## src/design/mnpk_pkg.sv

```systemverilog
// ---------------------------------------------------------------------------
// mnpk_pkg
// Shared constants and types for the mono note priority keyboard core.
// ---------------------------------------------------------------------------
package mnpk_pkg;

    // default depth of the note stack
    localparam int STACK_DEPTH_DEF = 8;

    // audio midpoint and volume limits
    localparam logic [11:0] MID      = 12'd2048;
    localparam logic [6:0]  VOL_MAX  = 7'd100;
    localparam logic [6:0]  VOL_STEP = 7'd10;

    // divide by 100: floor(x / 100) == (x * RECIP) >> RECIP_SHIFT for x < 2^18
    localparam int          PROD_W      = 18;
    localparam int          RECIP_W     = 19;
    localparam int          RECIP_SHIFT = 25;
    localparam logic [RECIP_W-1:0] RECIP = 19'd335545;

    // reset key ids of the control buttons
    localparam logic [7:0] KEY_SETTINGS_RST = 8'd252;
    localparam logic [7:0] KEY_UP_RST       = 8'd253;
    localparam logic [7:0] KEY_DOWN_RST     = 8'd254;
    localparam logic [7:0] KEY_ENTER_RST    = 8'd255;

    // configuration register indexes
    typedef enum logic [1:0] {
        CFG_SETTINGS = 2'd0,
        CFG_UP       = 2'd1,
        CFG_DOWN     = 2'd2,
        CFG_ENTER    = 2'd3
    } t_cfg_idx;

endpackage

```

## src/design/mono_note_priority_keyboard_core.sv

```systemverilog
// ---------------------------------------------------------------------------
// mono_note_priority_keyboard_core
// Monophonic keyboard controller, last-note priority. Held notes sit in a
// small synchronous RAM, walked by a sequencer; sample items are scaled by
// the volume with a two-step multiply-by-reciprocal.
// ---------------------------------------------------------------------------
//  channel | direction | handshake                    | payload
//  in      | input     | i_in_valid / o_in_ready      | cmd, key_id, pressed, raw_sample
//  out     | output    | o_out_valid / i_out_ready    | dac_value .. pending_wave
//  cfg     | input     | i_cfg_we (no wait)           | i_cfg_idx, i_cfg_data
//
//  Sample item: DECODE, MUL (multiply), RECIP (reciprocal), SCALE; with an
//  empty stack it goes from DECODE to DONE at midpoint. Key item: control keys
//  go from DECODE to DONE; note keys walk the RAM one entry a cycle.
//  One item is in work at a time; the next is taken while a result waits.
//  A result that is not taken holds the sequencer in its final state.
//  Reset (synchronous, active low) empties the stack; RAM needs no clearing.
// ---------------------------------------------------------------------------
module mono_note_priority_keyboard_core #(
    parameter int STACK_DEPTH = mnpk_pkg::STACK_DEPTH_DEF
) (
    input  logic        i_clk,
    input  logic        i_rst_n,
    // configuration
    input  logic        i_cfg_we,
    input  logic [1:0]  i_cfg_idx,
    input  logic [7:0]  i_cfg_data,
    // input items
    input  logic        i_in_valid,
    output logic        o_in_ready,
    input  logic        i_cmd,
    input  logic [7:0]  i_key_id,
    input  logic        i_pressed,
    input  logic [11:0] i_raw_sample,
    // result items
    output logic        o_out_valid,
    input  logic        i_out_ready,
    output logic [11:0] o_dac_value,
    output logic [7:0]  o_top_note,
    output logic        o_note_active,
    output logic [6:0]  o_volume_pct,
    output logic [1:0]  o_wave_type,
    output logic        o_adjusting,
    output logic [1:0]  o_pending_wave
);

    localparam int AW = (STACK_DEPTH > 1) ? $clog2(STACK_DEPTH) : 1;
    localparam int CW = $clog2(STACK_DEPTH + 1);
    localparam int MW = mnpk_pkg::PROD_W + mnpk_pkg::RECIP_W;

    typedef enum logic [8:0] {
        S_IDLE   = 9'b000000001,
        S_DECODE = 9'b000000010,
        S_SCAN   = 9'b000000100,
        S_SHIFT  = 9'b000001000,
        S_TOP    = 9'b000010000,
        S_MUL    = 9'b000100000,
        S_RECIP  = 9'b001000000,
        S_SCALE  = 9'b010000000,
        S_DONE   = 9'b100000000
    } t_state;

    t_state r_state, n_state;

    // captured item
    logic        r_cmd, r_pressed;
    logic [7:0]  r_id;
    logic [11:0] r_raw;

    // control key ids
    logic [7:0] r_key_set, r_key_up, r_key_dn, r_key_ent;

    // keyboard state
    logic [CW-1:0] r_count, n_count;
    logic [AW-1:0] r_idx, n_idx;
    logic [7:0]    r_top, n_top;
    logic [6:0]    r_vol, n_vol;
    logic [1:0]    r_wave, n_wave;
    logic [1:0]    r_pend, n_pend;
    logic          r_adj, n_adj;

    // sample path
    logic [mnpk_pkg::PROD_W-1:0] r_prod, n_prod;
    logic [11:0] r_quot, n_quot;
    logic        r_neg, n_neg;
    logic [11:0] r_dac, n_dac;

    // output register
    logic        r_out_valid, n_out_valid;
    logic        w_load;

    // note RAM
    logic [7:0]    mem [STACK_DEPTH];
    logic [7:0]    r_rdata;
    logic          mem_we;
    logic [AW-1:0] mem_waddr, mem_raddr;
    logic [7:0]    mem_wdata;

    // helpers
    logic [CW-1:0] w_last, w_below, w_idx_ext, w_nx_ext;
    logic [AW-1:0] w_idx_nx, w_idx_nx2;
    logic          w_at_last, w_match, w_full;
    logic          w_is_set, w_is_up, w_is_dn, w_is_ent, w_is_ctrl;
    logic signed [12:0] w_center;
    logic [12:0]   w_abs;
    logic [MW-1:0] w_scaled;

    assign o_in_ready = (r_state == S_IDLE);

    assign w_last    = r_count - CW'(1);
    assign w_below   = r_count - CW'(2);
    assign w_idx_ext = CW'(r_idx);
    assign w_nx_ext  = w_idx_ext + CW'(1);
    assign w_idx_nx  = r_idx + AW'(1);
    assign w_idx_nx2 = w_idx_nx + AW'(1);
    assign w_at_last = (w_idx_ext == w_last);
    assign w_match   = (r_rdata == r_id);
    assign w_full    = (r_count == CW'(STACK_DEPTH));

    assign w_is_set  = (r_id == r_key_set);
    assign w_is_up   = (r_id == r_key_up);
    assign w_is_dn   = (r_id == r_key_dn);
    assign w_is_ent  = (r_id == r_key_ent);
    assign w_is_ctrl = w_is_set | w_is_up | w_is_dn | w_is_ent;

    assign w_center = $signed({1'b0, r_raw}) - $signed({1'b0, mnpk_pkg::MID});
    assign w_abs    = w_center[12] ? 13'(-w_center) : 13'(w_center);
    assign w_scaled = MW'(r_prod) * MW'(mnpk_pkg::RECIP);

    // sequencer
    always_comb begin
        n_state     = r_state;
        n_count     = r_count;
        n_idx       = r_idx;
        n_top       = r_top;
        n_vol       = r_vol;
        n_wave      = r_wave;
        n_pend      = r_pend;
        n_adj       = r_adj;
        n_prod      = r_prod;
        n_quot      = r_quot;
        n_neg       = r_neg;
        n_dac       = r_dac;
        mem_we      = 1'b0;
        mem_waddr   = r_idx;
        mem_wdata   = r_id;
        mem_raddr   = r_idx;
        w_load      = 1'b0;

        unique case (r_state)
            S_IDLE: begin
                if (i_in_valid) begin
                    n_state = S_DECODE;
                end
            end
            S_DECODE: begin
                n_dac = mnpk_pkg::MID;
                if (r_cmd) begin
                    n_state = (r_count != '0) ? S_MUL : S_DONE;
                end else if (w_is_ctrl) begin
                    n_state = S_DONE;
                    if (r_pressed) begin
                        priority if (w_is_set) begin
                            n_pend = r_wave;
                            n_adj  = ~r_adj;
                        end else if (w_is_up) begin
                            if (r_adj) begin
                                n_pend = r_pend + 2'd1;
                            end else if (r_vol < mnpk_pkg::VOL_MAX) begin
                                n_vol = r_vol + mnpk_pkg::VOL_STEP;
                            end
                        end else if (w_is_dn) begin
                            if (r_adj) begin
                                n_pend = r_pend - 2'd1;
                            end else if (r_vol != '0) begin
                                n_vol = (r_vol >= mnpk_pkg::VOL_STEP) ?
                                        r_vol - mnpk_pkg::VOL_STEP : '0;
                            end
                        end else begin
                            if (r_adj) begin
                                n_wave  = r_pend;
                                n_count = '0;
                                n_adj   = 1'b0;
                            end
                        end
                    end
                end else if (r_count == '0) begin
                    // empty stack: a press goes straight into entry zero
                    n_state = S_DONE;
                    if (r_pressed) begin
                        mem_we    = 1'b1;
                        mem_waddr = '0;
                        n_count   = CW'(1);
                        n_top     = r_id;
                    end
                end else begin
                    mem_raddr = '0;
                    n_idx     = '0;
                    n_state   = S_SCAN;
                end
            end
            S_SCAN: begin
                if (w_match) begin
                    if (r_pressed) begin
                        n_state = S_DONE;               // already held
                    end else if (w_at_last) begin
                        // released the top: fetch the one below
                        n_count = w_last;
                        if (w_last == '0) begin
                            n_state = S_DONE;
                        end else begin
                            mem_raddr = w_below[AW-1:0];
                            n_state   = S_TOP;
                        end
                    end else begin
                        mem_raddr = w_idx_nx;
                        n_state   = S_SHIFT;
                    end
                end else if (w_at_last) begin
                    n_state = S_DONE;
                    if (r_pressed && !w_full) begin
                        mem_we    = 1'b1;
                        mem_waddr = r_count[AW-1:0];
                        n_count   = r_count + CW'(1);
                        n_top     = r_id;
                    end
                end else begin
                    mem_raddr = w_idx_nx;
                    n_idx     = w_idx_nx;
                end
            end
            S_SHIFT: begin
                // close the gap: entry idx takes entry idx + 1
                mem_we    = 1'b1;
                mem_waddr = r_idx;
                mem_wdata = r_rdata;
                if (w_nx_ext == w_last) begin
                    n_count = w_last;
                    n_top   = r_rdata;
                    n_state = S_DONE;
                end else begin
                    mem_raddr = w_idx_nx2;
                    n_idx     = w_idx_nx;
                end
            end
            S_TOP: begin
                n_top   = r_rdata;
                n_state = S_DONE;
            end
            S_MUL: begin
                n_neg   = w_center[12];
                n_prod  = mnpk_pkg::PROD_W'(w_abs[11:0]) * mnpk_pkg::PROD_W'(r_vol);
                n_state = S_RECIP;
            end
            S_RECIP: begin
                n_quot  = w_scaled[mnpk_pkg::RECIP_SHIFT +: 12];
                n_state = S_SCALE;
            end
            S_SCALE: begin
                n_dac   = r_neg ? mnpk_pkg::MID - r_quot : mnpk_pkg::MID + r_quot;
                n_state = S_DONE;
            end
            S_DONE: begin
                if (!r_out_valid || i_out_ready) begin
                    w_load  = 1'b1;
                    n_state = S_IDLE;
                end
            end
            default: begin
                n_state = S_IDLE;
            end
        endcase
    end

    // output slot
    always_comb begin
        n_out_valid = r_out_valid;
        if (w_load) begin
            n_out_valid = 1'b1;
        end else if (i_out_ready) begin
            n_out_valid = 1'b0;
        end
    end

    // control state
    always_ff @(posedge i_clk) begin
        if (!i_rst_n) begin
            r_state     <= S_IDLE;
            r_count     <= '0;
            r_vol       <= mnpk_pkg::VOL_MAX;
            r_wave      <= '0;
            r_pend      <= '0;
            r_adj       <= 1'b0;
            r_out_valid <= 1'b0;
        end else begin
            r_state     <= n_state;
            r_count     <= n_count;
            r_vol       <= n_vol;
            r_wave      <= n_wave;
            r_pend      <= n_pend;
            r_adj       <= n_adj;
            r_out_valid <= n_out_valid;
        end
    end

    // control key registers
    always_ff @(posedge i_clk) begin
        if (!i_rst_n) begin
            r_key_set <= mnpk_pkg::KEY_SETTINGS_RST;
            r_key_up  <= mnpk_pkg::KEY_UP_RST;
            r_key_dn  <= mnpk_pkg::KEY_DOWN_RST;
            r_key_ent <= mnpk_pkg::KEY_ENTER_RST;
        end else if (i_cfg_we) begin
            unique case (i_cfg_idx)
                mnpk_pkg::CFG_SETTINGS: r_key_set <= i_cfg_data;
                mnpk_pkg::CFG_UP:       r_key_up  <= i_cfg_data;
                mnpk_pkg::CFG_DOWN:     r_key_dn  <= i_cfg_data;
                mnpk_pkg::CFG_ENTER:    r_key_ent <= i_cfg_data;
                default:                r_key_ent <= r_key_ent;
            endcase
        end
    end

    // item capture and datapath
    always_ff @(posedge i_clk) begin
        if (i_in_valid && o_in_ready) begin
            r_cmd     <= i_cmd;
            r_id      <= i_key_id;
            r_pressed <= i_pressed;
            r_raw     <= i_raw_sample;
        end
        r_idx  <= n_idx;
        r_top  <= n_top;
        r_prod <= n_prod;
        r_quot <= n_quot;
        r_neg  <= n_neg;
        r_dac  <= n_dac;
    end

    // note RAM, one write and one registered read per cycle
    always_ff @(posedge i_clk) begin
        if (mem_we) begin
            mem[mem_waddr] <= mem_wdata;
        end
        r_rdata <= mem[mem_raddr];
    end

    // result register, snapshot after the update
    always_ff @(posedge i_clk) begin
        if (w_load) begin
            o_dac_value    <= r_dac;
            o_top_note     <= (r_count != '0) ? r_top : 8'd0;
            o_note_active  <= (r_count != '0);
            o_volume_pct   <= r_vol;
            o_wave_type    <= r_wave;
            o_adjusting    <= r_adj;
            o_pending_wave <= r_pend;
        end
    end

    assign o_out_valid = r_out_valid;

endmodule

```

## config.mk

```make
export PLATFORM = sky130hd
export DESIGN_NAME = mono_note_priority_keyboard_core
export DESIGN_NICKNAME = d
export VERILOG_FILES = /design/src/design/mnpk_pkg.sv /design/src/design/mono_note_priority_keyboard_core.sv
export SDC_FILE = /design/constraint.sdc
export NUM_CORES = 1
export LEC_CHECK = 0
export BUFFER_PORTS_ARGS = -buffer_cell sky130_fd_sc_hd__buf_2
export CAP_MARGIN = 20
export CORE_ASPECT_RATIO = 1.2
export CORE_MARGIN = 1.5
export CORE_UTILIZATION = 35
export DETAILED_ROUTE_END_ITERATION = 8
export HOLD_SLACK_MARGIN = 0.03
export PLACE_DENSITY_LB_ADDON = 0.12
export SETUP_SLACK_MARGIN = 0.15
export SYNTH_ARGS = -nofsm -noshare
export SYNTH_HDL_FRONTEND = slang
export SYNTH_SLANG_ARGS = --single-unit
```

## constraint.sdc

```tcl
create_clock -name i_clk -period 6.7 [get_ports i_clk]
set_input_delay 0.335 -clock i_clk [delete_from_list [all_inputs] [get_ports i_clk]]
set_output_delay 0.335 -clock i_clk [all_outputs]
set_load 0.03 [all_outputs]
```

==> results of run 1 <==
-- state kept, by name, indices dropped and copies added (netlist names), 9 cells and up --
name,count
r_quot,12
r_dac,12
r_prod,17
o_dac_value,12
r_raw,12
mem,64
r_state,9
-- cell usage after synthesis, types with 6 or more instances --
cell,instances,area (sq um)
sky130_fd_sc_hd__nand2b_1,24,150
sky130_fd_sc_hd__nor3_1,19,95.1
sky130_fd_sc_hd__o22ai_1,6,37.5
sky130_fd_sc_hd__nor2_1,86,323
sky130_fd_sc_hd__mux2i_1,20,200
sky130_fd_sc_hd__fa_1,159,3180
sky130_fd_sc_hd__clkbuf_1,36,135
sky130_fd_sc_hd__a2111oi_1,8,80.1
sky130_fd_sc_hd__mux2_2,9,101
sky130_fd_sc_hd__a21o_1,7,52.6
sky130_fd_sc_hd__inv_1,265,995
sky130_fd_sc_hd__nand2_1,139,522
sky130_fd_sc_hd__edfxtp_1,171,5130
sky130_fd_sc_hd__xor2_1,29,254
sky130_fd_sc_hd__nor2b_1,49,307
sky130_fd_sc_hd__a211oi_1,32,240
sky130_fd_sc_hd__buf_2,8,40.0
sky130_fd_sc_hd__dfxtp_1,65,1300
sky130_fd_sc_hd__o21ai_0,37,185
sky130_fd_sc_hd__and3_1,15,93.8
sky130_fd_sc_hd__nor3b_1,7,52.6
sky130_fd_sc_hd__nand3_1,54,270
sky130_fd_sc_hd__a31oi_1,10,62.6
sky130_fd_sc_hd__ha_1,198,2480
sky130_fd_sc_hd__xnor2_1,73,639
sky130_fd_sc_hd__a21oi_1,59,295
sky130_fd_sc_hd__or3_1,8,50.1
sky130_fd_sc_hd__nand4_1,15,93.8
sky130_fd_sc_hd__and2_1,15,93.8
sky130_fd_sc_hd__a21boi_0,25,188
sky130_fd_sc_hd__or2_2,7,43.8
-- what timing repair did --
action | in CTS | in global routing
gates resized for setup | 0 | 4
endpoints found under the setup margin | 0 | 3
hold buffers | 22 | 0
endpoints found under the hold margin | 22 | 0
-- area by class of cell --
type | count | area, sq um | share of cell area [%]
Tap cell | 705 | 882 | 4.24
Multi-Input combinational cell | 1196 | 10800 | 52.0
Timing Repair Buffer | 111 | 733 | 3.52
Sequential cell | 236 | 6440 | 30.9
Clock buffer | 32 | 716 | 3.44
Clock inverter | 20 | 213 | 1.02
Inverter | 267 | 1000 | 4.82
-- power by group through the flow --
stage,logic (mW),clock network (mW),registers (mW)
after floorplan,1.38,0,1.76
after global placement,1.72,0,1.79
after detailed placement,1.72,0,1.79
after CTS,1.75,1.58,1.76
after global routing,2.00,1.62,1.76
final,1.72,1.53,1.76
-- metal layers --
metal	up-vias	share of wire [%]	wire length [um]
met2	207	49	22200
met4	0	3.6	1600
met3	77	2.9	1310
met1	5990	44	19800
met5	-	0	0
li1	6037	-	-
-- worst max path at each step --
stage	start	to	cells after the start
3_3_place_gp	r_prod[6]$_DFFE_PP_	r_quot[11]$_DFFE_PN_	20
3_5_place_dp	r_prod[6]$_DFFE_PP_	r_quot[11]$_DFFE_PN_	20
2_1_floorplan	r_prod[16]$_DFFE_PP_	r_quot[11]$_DFFE_PN_	18
6_report	r_prod[6]$_DFFE_PP_	r_quot[9]$_DFFE_PN_	20
4_1_cts	r_prod[6]$_DFFE_PP_	r_quot[11]$_DFFE_PN_	20
5_1_grt	r_prod[8]$_DFFE_PP_	r_quot[11]$_DFFE_PN_	22
-- metrics by stage --
step	instances	area, sq um
2_1_floorplan	1755	18500
3_3_place_gp	2490	19600
3_5_place_dp	2490	19600
4_1_cts	2564	20700
5_1_grt	2567	20800
6_report	2567	20800
-- worst max-delay path, stage by stage, from the launching register on --
cell                        delay, ps
sky130_fd_sc_hd__edfxtp_1         530
sky130_fd_sc_hd__fa_1             610
sky130_fd_sc_hd__inv_1             90
sky130_fd_sc_hd__fa_1             520
sky130_fd_sc_hd__inv_1             60
sky130_fd_sc_hd__fa_1             520
sky130_fd_sc_hd__fa_1             440
sky130_fd_sc_hd__fa_1             540
sky130_fd_sc_hd__inv_1             50
sky130_fd_sc_hd__fa_1             530
sky130_fd_sc_hd__inv_1             40
sky130_fd_sc_hd__ha_1             310
sky130_fd_sc_hd__nand4_1          100
sky130_fd_sc_hd__a211oi_1         310
sky130_fd_sc_hd__o2111ai_1        230
sky130_fd_sc_hd__a31oi_2          320
sky130_fd_sc_hd__a31oi_1          160
sky130_fd_sc_hd__a21oi_2          210
sky130_fd_sc_hd__a21o_1           170
sky130_fd_sc_hd__a21oi_1           90
sky130_fd_sc_hd__xnor2_1          130
-- cell families (layout without fill, tap and decap cells) --
kind of cell | Yosys count | in the layout | synth area share [%]
AOI/OAI and AO/OA | 231 | 231 | 8.43
DFF | 236 | 236 | 34.8
and+or+nand+nor | 460 | 460 | 12.3
other | 2 | 15 | 0.0407
buffers and inverters | 323 | 430 | 7.01
xor gates and xnor gates | 104 | 104 | 5.07
adders and majority gates | 357 | 357 | 30.6
muxes | 29 | 29 | 1.63
-- cells in the final DEF, fill, tap and decap left out, drive strengths merged, types with 6 or more instances in the layout --
| master | n |
|---|---|
| inv | 270 |
| ha | 198 |
| edfxtp | 171 |
| fa | 159 |
| nand2 | 139 |
| buf | 89 |
| nor2 | 86 |
| xnor2 | 75 |
| dfxtp | 65 |
| a21oi | 59 |
| nand3 | 54 |
| nor2b | 49 |
| o21ai | 39 |
| a211oi | 32 |
| clkbuf | 32 |
| xor2 | 29 |
| a21boi | 26 |
| nand2b | 24 |
| dlygate4sd3 | 22 |
| mux2i | 20 |
| nor3 | 20 |
| and2 | 16 |
| and3 | 16 |
| nand4 | 15 |
| conb | 15 |
| a31oi | 11 |
| clkinv | 11 |
| a2111oi | 10 |
| mux2 | 9 |
| or3 | 8 |
| or2 | 8 |
| a21o | 7 |
| nor3b | 7 |
| o22ai | 6 |
==> qor.txt, run 1 <==
Most frequently used flop master after synthesis = sky130_fd_sc_hd__edfxtp_1
Maximum buffer depth of the clock tree = 3
Total global routing track utilization = 17.1%
Hold EP = r_key_up[5]$_SDFFE_PN1P_
Number of violations of the max-capacitance limit = 0
Area of the die = 54,200 sq um
Count of mapped cells out of synthesis = 1,742
Clock group share of total power = 30.6%
Number of synthesized register bits = 236
Synth warn = 0
Antenna violations before repair = 0
Core utilization of the finished layout = 39.7%
Max VDD drop = 223 uV
Post-synthesis instance area = 18,500 sq um
Worst setup slack after layout = 491 ps
Detail Route Antenna Nets = 0
Data required time of the worst path = 7020 ps
End of the worst register-to-register path = r_quot[9]$_DFFE_PN_
Switching share of power = 33.0%
Switching component of the power = 1.65 mW
Number of stages on the worst hold path = 3
Number of distinct library cell variants in the gate-level netlist after synthesis = 78
Kind of end point of the critical path = register
Sinks on Clock Net = 236
Seq/Total Area, Yosys = 34.8%
Worst max-slew margin expressed relative to the limit = 31.6%
M3 GR Usage = 1.96%
CTS HTree Levels = 1
Clock Latency Late Sink = 570 ps
Largest driver fanout on the critical path = 7
Origin of the critical flop-to-flop path = r_prod[6]$_DFFE_PP_
Smallest hold slack = 77.0 ps
Setup slack of the worst register-to-register path = 490 ps
Most crowded layer after global routing = met2
HPWL reported at the end of detailed placement = 34,900 um
Largest net degree at the start of global routing = 38
Internal Power = 3.35 mW
Final worst-path cycle share = 92.7%
Vias post-DR = 12.3k
Global route total overflow = 0
Antenna diodes = 0
Register share of total power = 35.2%
Post-Route WL = 44,900 um
Per-cell routed wire length = 17.5 um
Number of synthesized flops with an enable pin = 171
Worst slack, placed = 271 ps
Number of hold violations in the final report = 0
Fillers = 5,166
Worst clock skew = 14.9 ps
Setup TNS = 0 ps
Initial detailed-routing violation count = 630
Final #Nets = 2,234
Vias in the first global route = 13.1k
Vias per cell = 4.80
Max frequency = 161 MHz
Worst hold path class = input port to register
Clock tree from TritonCTS = yes
Post-route total power = 5.00 mW
Unrepaired setup endpoints after global routing = no
Input/output buffers = 70
TritonCTS Buffers = 28
Remaining DRCs = 0
Area growth syn-to-layout = 12.7%
Root buf cell = sky130_fd_sc_hd__clkbuf_16
Critical path data arrival time = 6530 ps
Wire length of the first global-routing pass = 71,400 um
Vert. Die Dim = 255 um
Iteration count of the initial detailed-routing pass = 5
Slew of the pin with the lowest slew margin = 1020 ps
Core box area = 52,400 sq um
M2 GR Usage = 30.7%
Die width = 213 um
Final Setup Violations = 0
Final-report max-slew violation count = 0
Cell depth of the worst flop-to-flop path = 20
Element type at the critical path start = register
Pleak = 9.03 nW
Post-CTS Setup Repair Bufs = 0
Worst setup path class = register to register
Met1 usage = 21.0%
Part of the power in combinational logic = 34.3%
Proportion of layout cells with a drive suffix above 1 = 9.18%
# IOs = 72
RePlAce Congestion = 0.883
Clock period minus worst slack = 6210 ps
Power per cell area = 240 nW/um^2
Site row count = 92
Syn avg cell area = 10.6 sq um
Outcome = complete, no violations
Effective utilization at floorplan = 35.3%
Clock Pin Slew Worst Setup and Hold Paths = 60 ps
Async set-reset flop share out of synthesis = 0%
HP Start = i_cfg_data[5]
(Power assumes the default switching activity.)
==> run 2, diff against run 1 <==
Settings changed: CORE_UTILIZATION 35 to 40.
==> run 2 against run 1 <==
  * Worst hold slack lost 3.6 ps
  * Routed wire length fell by 1.0%
  * Via count up 0.86%
  * Critical path depth unchanged
  * Fmax fell by 0.24%
  * Design area decreased by 0.48%
  * Global-route usage up 2.2 points
  * Count of clock-buffer cells in the layout rose by 2
  * Clock power is essentially flat
  * Sequential share of layout area up 0.15 points
  * Critical endpoint is now r_quot[11]$_DFFE_PN_
  * Largest power group unchanged
  * Highest routed layer unchanged
==> qor.txt, run 2 (synthesis results as in run 1) <==
Number of violations of the max-capacitance limit = 0
Proportion of layout cells with a drive suffix above 1 = 9.45%
Worst clock skew = 34.6 ps
Worst Path Buf+Inv = 4
Worst setup path class = register to register
Root buf cell = sky130_fd_sc_hd__clkbuf_16
Kind of end point of the critical path = register
Most frequent cells in the layout = sky130_fd_sc_hd__inv_1, sky130_fd_sc_hd__ha_1, sky130_fd_sc_hd__edfxtp_1, sky130_fd_sc_hd__fa_1, sky130_fd_sc_hd__nand2_1
Core box area = 45,700 sq um
Element type at the critical path start = register
Power per cell area = 243 nW/um^2
Critical path data arrival time = 6550 ps
Antenna diodes = 0
Switching share of power = 33.2%
Remaining DRCs = 0
Max frequency = 161 MHz
Worst hold path class = input port to register
Top flop regs = mem: 64 flops, r_prod: 17 flops
Worst slack, placed = 343 ps
Internal Power = 3.36 mW
Sinks on Clock Net = 236
Site row count = 86
Area growth syn-to-layout = 12.1%
Clock period minus worst slack = 6220 ps
Wire length of the first global-routing pass = 70,500 um
Final-report max-slew violation count = 0
Vias per cell = 5.01
Fillers = 4,371
Clock Latency Late Sink = 580 ps
Clock tree from TritonCTS = yes
Clock Pin Slew Worst Setup and Hold Paths = 60 ps
Vias in the first global route = 13.0k
Number of logic stages on the critical path including buffering = 20
Largest reg by FF count = mem
Data required time of the worst path = 7030 ps
Setup TNS = 0 ps
Number of stages on the worst hold path = 3
Register share of total power = 35.0%
Iteration count of the initial detailed-routing pass = 4
HPWL reported at the end of detailed placement = 34,200 um
# IOs = 72
TritonCTS Buffers = 28
Largest driver fanout on the critical path = 7
Area of the die = 47,500 sq um
Most frequent standard cell in the layout excluding fill and tap cells = sky130_fd_sc_hd__inv_1
Per-cell routed wire length = 17.9 um
Final #Nets = 2,235
Vias post-DR = 12.4k
CTS HTree Levels = 1
RePlAce Congestion = 0.883
Worst setup slack after layout = 476 ps
Final worst-path cycle share = 92.9%
Post-Route WL = 44,400 um
Maximum buffer depth of the clock tree = 3
Cell depth of the worst flop-to-flop path = 20
Max VDD drop = 222 uV
Outcome = complete, no violations
Sequence of cells on the critical path = fa_1 -> inv_1 -> fa_1 -> inv_1 -> fa_1 -> fa_1 -> fa_1 -> inv_1 -> fa_1 -> inv_1 -> ha_1 -> nand4_1 -> a211oi_1 -> o2111ai_1 -> a31oi_2 -> a31oi_1 -> a21oi_1 -> a211o_1 -> a21oi_1 -> xnor2_1
Most prevalent standard cell on the critical path = sky130_fd_sc_hd__fa_1
Antenna violations before repair = 0
Part of the power in combinational logic = 34.3%
Pleak = 9.05 nW
Die width = 199 um
Switching component of the power = 1.67 mW
Vert. Die Dim = 238 um
Total global routing track utilization = 19.3%
Global route total overflow = 0
Final Setup Violations = 0
Max reg flops = 64
Slowest stage cell on the critical path = sky130_fd_sc_hd__fa_1
Area of placed instances = 19,500 sq um
Largest net degree at the start of global routing = 38
Slew of the pin with the lowest slew margin = 1150 ps
Initial detailed-routing violation count = 513
Detail Route Antenna Nets = 0
CP max stage delay = 610 ps
Final instance area = 20,700 sq um
Worst max-slew margin expressed relative to the limit = 23.4%
Number of hold violations in the final report = 0
Clock group share of total power = 30.7%
Input/output buffers = 70
Unrepaired setup endpoints after global routing = no
Critical path's top delay family = adder cells
Effective utilization at floorplan = 40.4%
Core utilization of the finished layout = 45.3%
-- run 2: changes by cell type in the layout (fill, tap and decap cells not counted), moves of 2 or more --
cell / previous run / this run
sky130_fd_sc_hd__bufinv_16: 3 / 1
sky130_fd_sc_hd__inv_4: 0 / 3
sky130_fd_sc_hd__clkinv_1: 4 / 2
sky130_fd_sc_hd__clkbuf_8: 0 / 3
sky130_fd_sc_hd__clkinv_4: 2 / 0
sky130_fd_sc_hd__clkinv_2: 4 / 6
sky130_fd_sc_hd__clkbuf_1: 4 / 1
sky130_fd_sc_hd__clkbuf_16: 28 / 30
-- run 2: layout make-up --
type | instances | area [sq um] | share of cell area [%]
clock buffers | 34 | 796 | 3.84
clock inverters | 18 | 149 | 0.719
inverters | 267 | 1000 | 4.84
multi-input cells | 1196 | 10800 | 52.3
flip-flops and latches | 236 | 6440 | 31.1
well taps | 616 | 771 | 3.72
repair buffers | 112 | 733 | 3.54
-- run 2: what timing repair did --
action	in CTS	in global routing
setup endpoints to repair	0	3
gates resized for setup	0	3
hold endpoints to repair	22	0
hold buffers	22	0
setup buffers	0	3
-- run 2: metal layers --
layer	GRT usage, %	wire length, um	up-vias
li1	-	-	6043
met1	23.5	19200	6057
met2	34.4	22000	240
met3	2.71	1650	77
met4	7.05	1590	0
met5	0	0	-
-- run 2: metrics by stage --
| step | hold WS [ps] | std cells | power [mW] |
|---|---|---|---|
| 6_report | 73.4 | 2479 | 5.03 |
| 3_3_place_gp | 403 | 2401 | 3.51 |
| 3_5_place_dp | 405 | 2402 | 3.51 |
| 2_1_floorplan | 400 | 1755 | 3.14 |
| 4_1_cts | 40.2 | 2476 | 5.10 |
| 5_1_grt | 58.0 | 2479 | 5.41 |
-- run 2: tightest hold or removal path, delay by kind of cell --
family / cells / cell delay [ps]
AO/OA/AOI/OAI: 1 / 50
AND/OR/NAND/NOR: 1 / 60
buffers and inverters: 1 / 140
-- run 2: power by group through the flow --
stage                     clock network [mW]  registers [mW]  logic (mW)
after detailed placement                   0            1.79        1.72
after global placement                     0            1.79        1.71
after floorplan                            0            1.76        1.38
after global routing                    1.64            1.77        2.00
after CTS                               1.59            1.76        1.75
final                                   1.55            1.76        1.72
-- run 2: final timing paths --
kind / start / end / slack [ps]
worst max register to register: r_prod[6]$_DFFE_PP_ / r_quot[11]$_DFFE_PN_ / 480
worst min-delay path: i_cfg_data[1] / r_key_up[1]$_SDFFE_PN0P_ / 70
worst min register to register: r_dac[5]$_SDFFCE_PN0P_ / o_dac_value[5]$_DFFE_PP_ / 420
worst max-delay path: r_prod[6]$_DFFE_PP_ / r_quot[11]$_DFFE_PN_ / 480
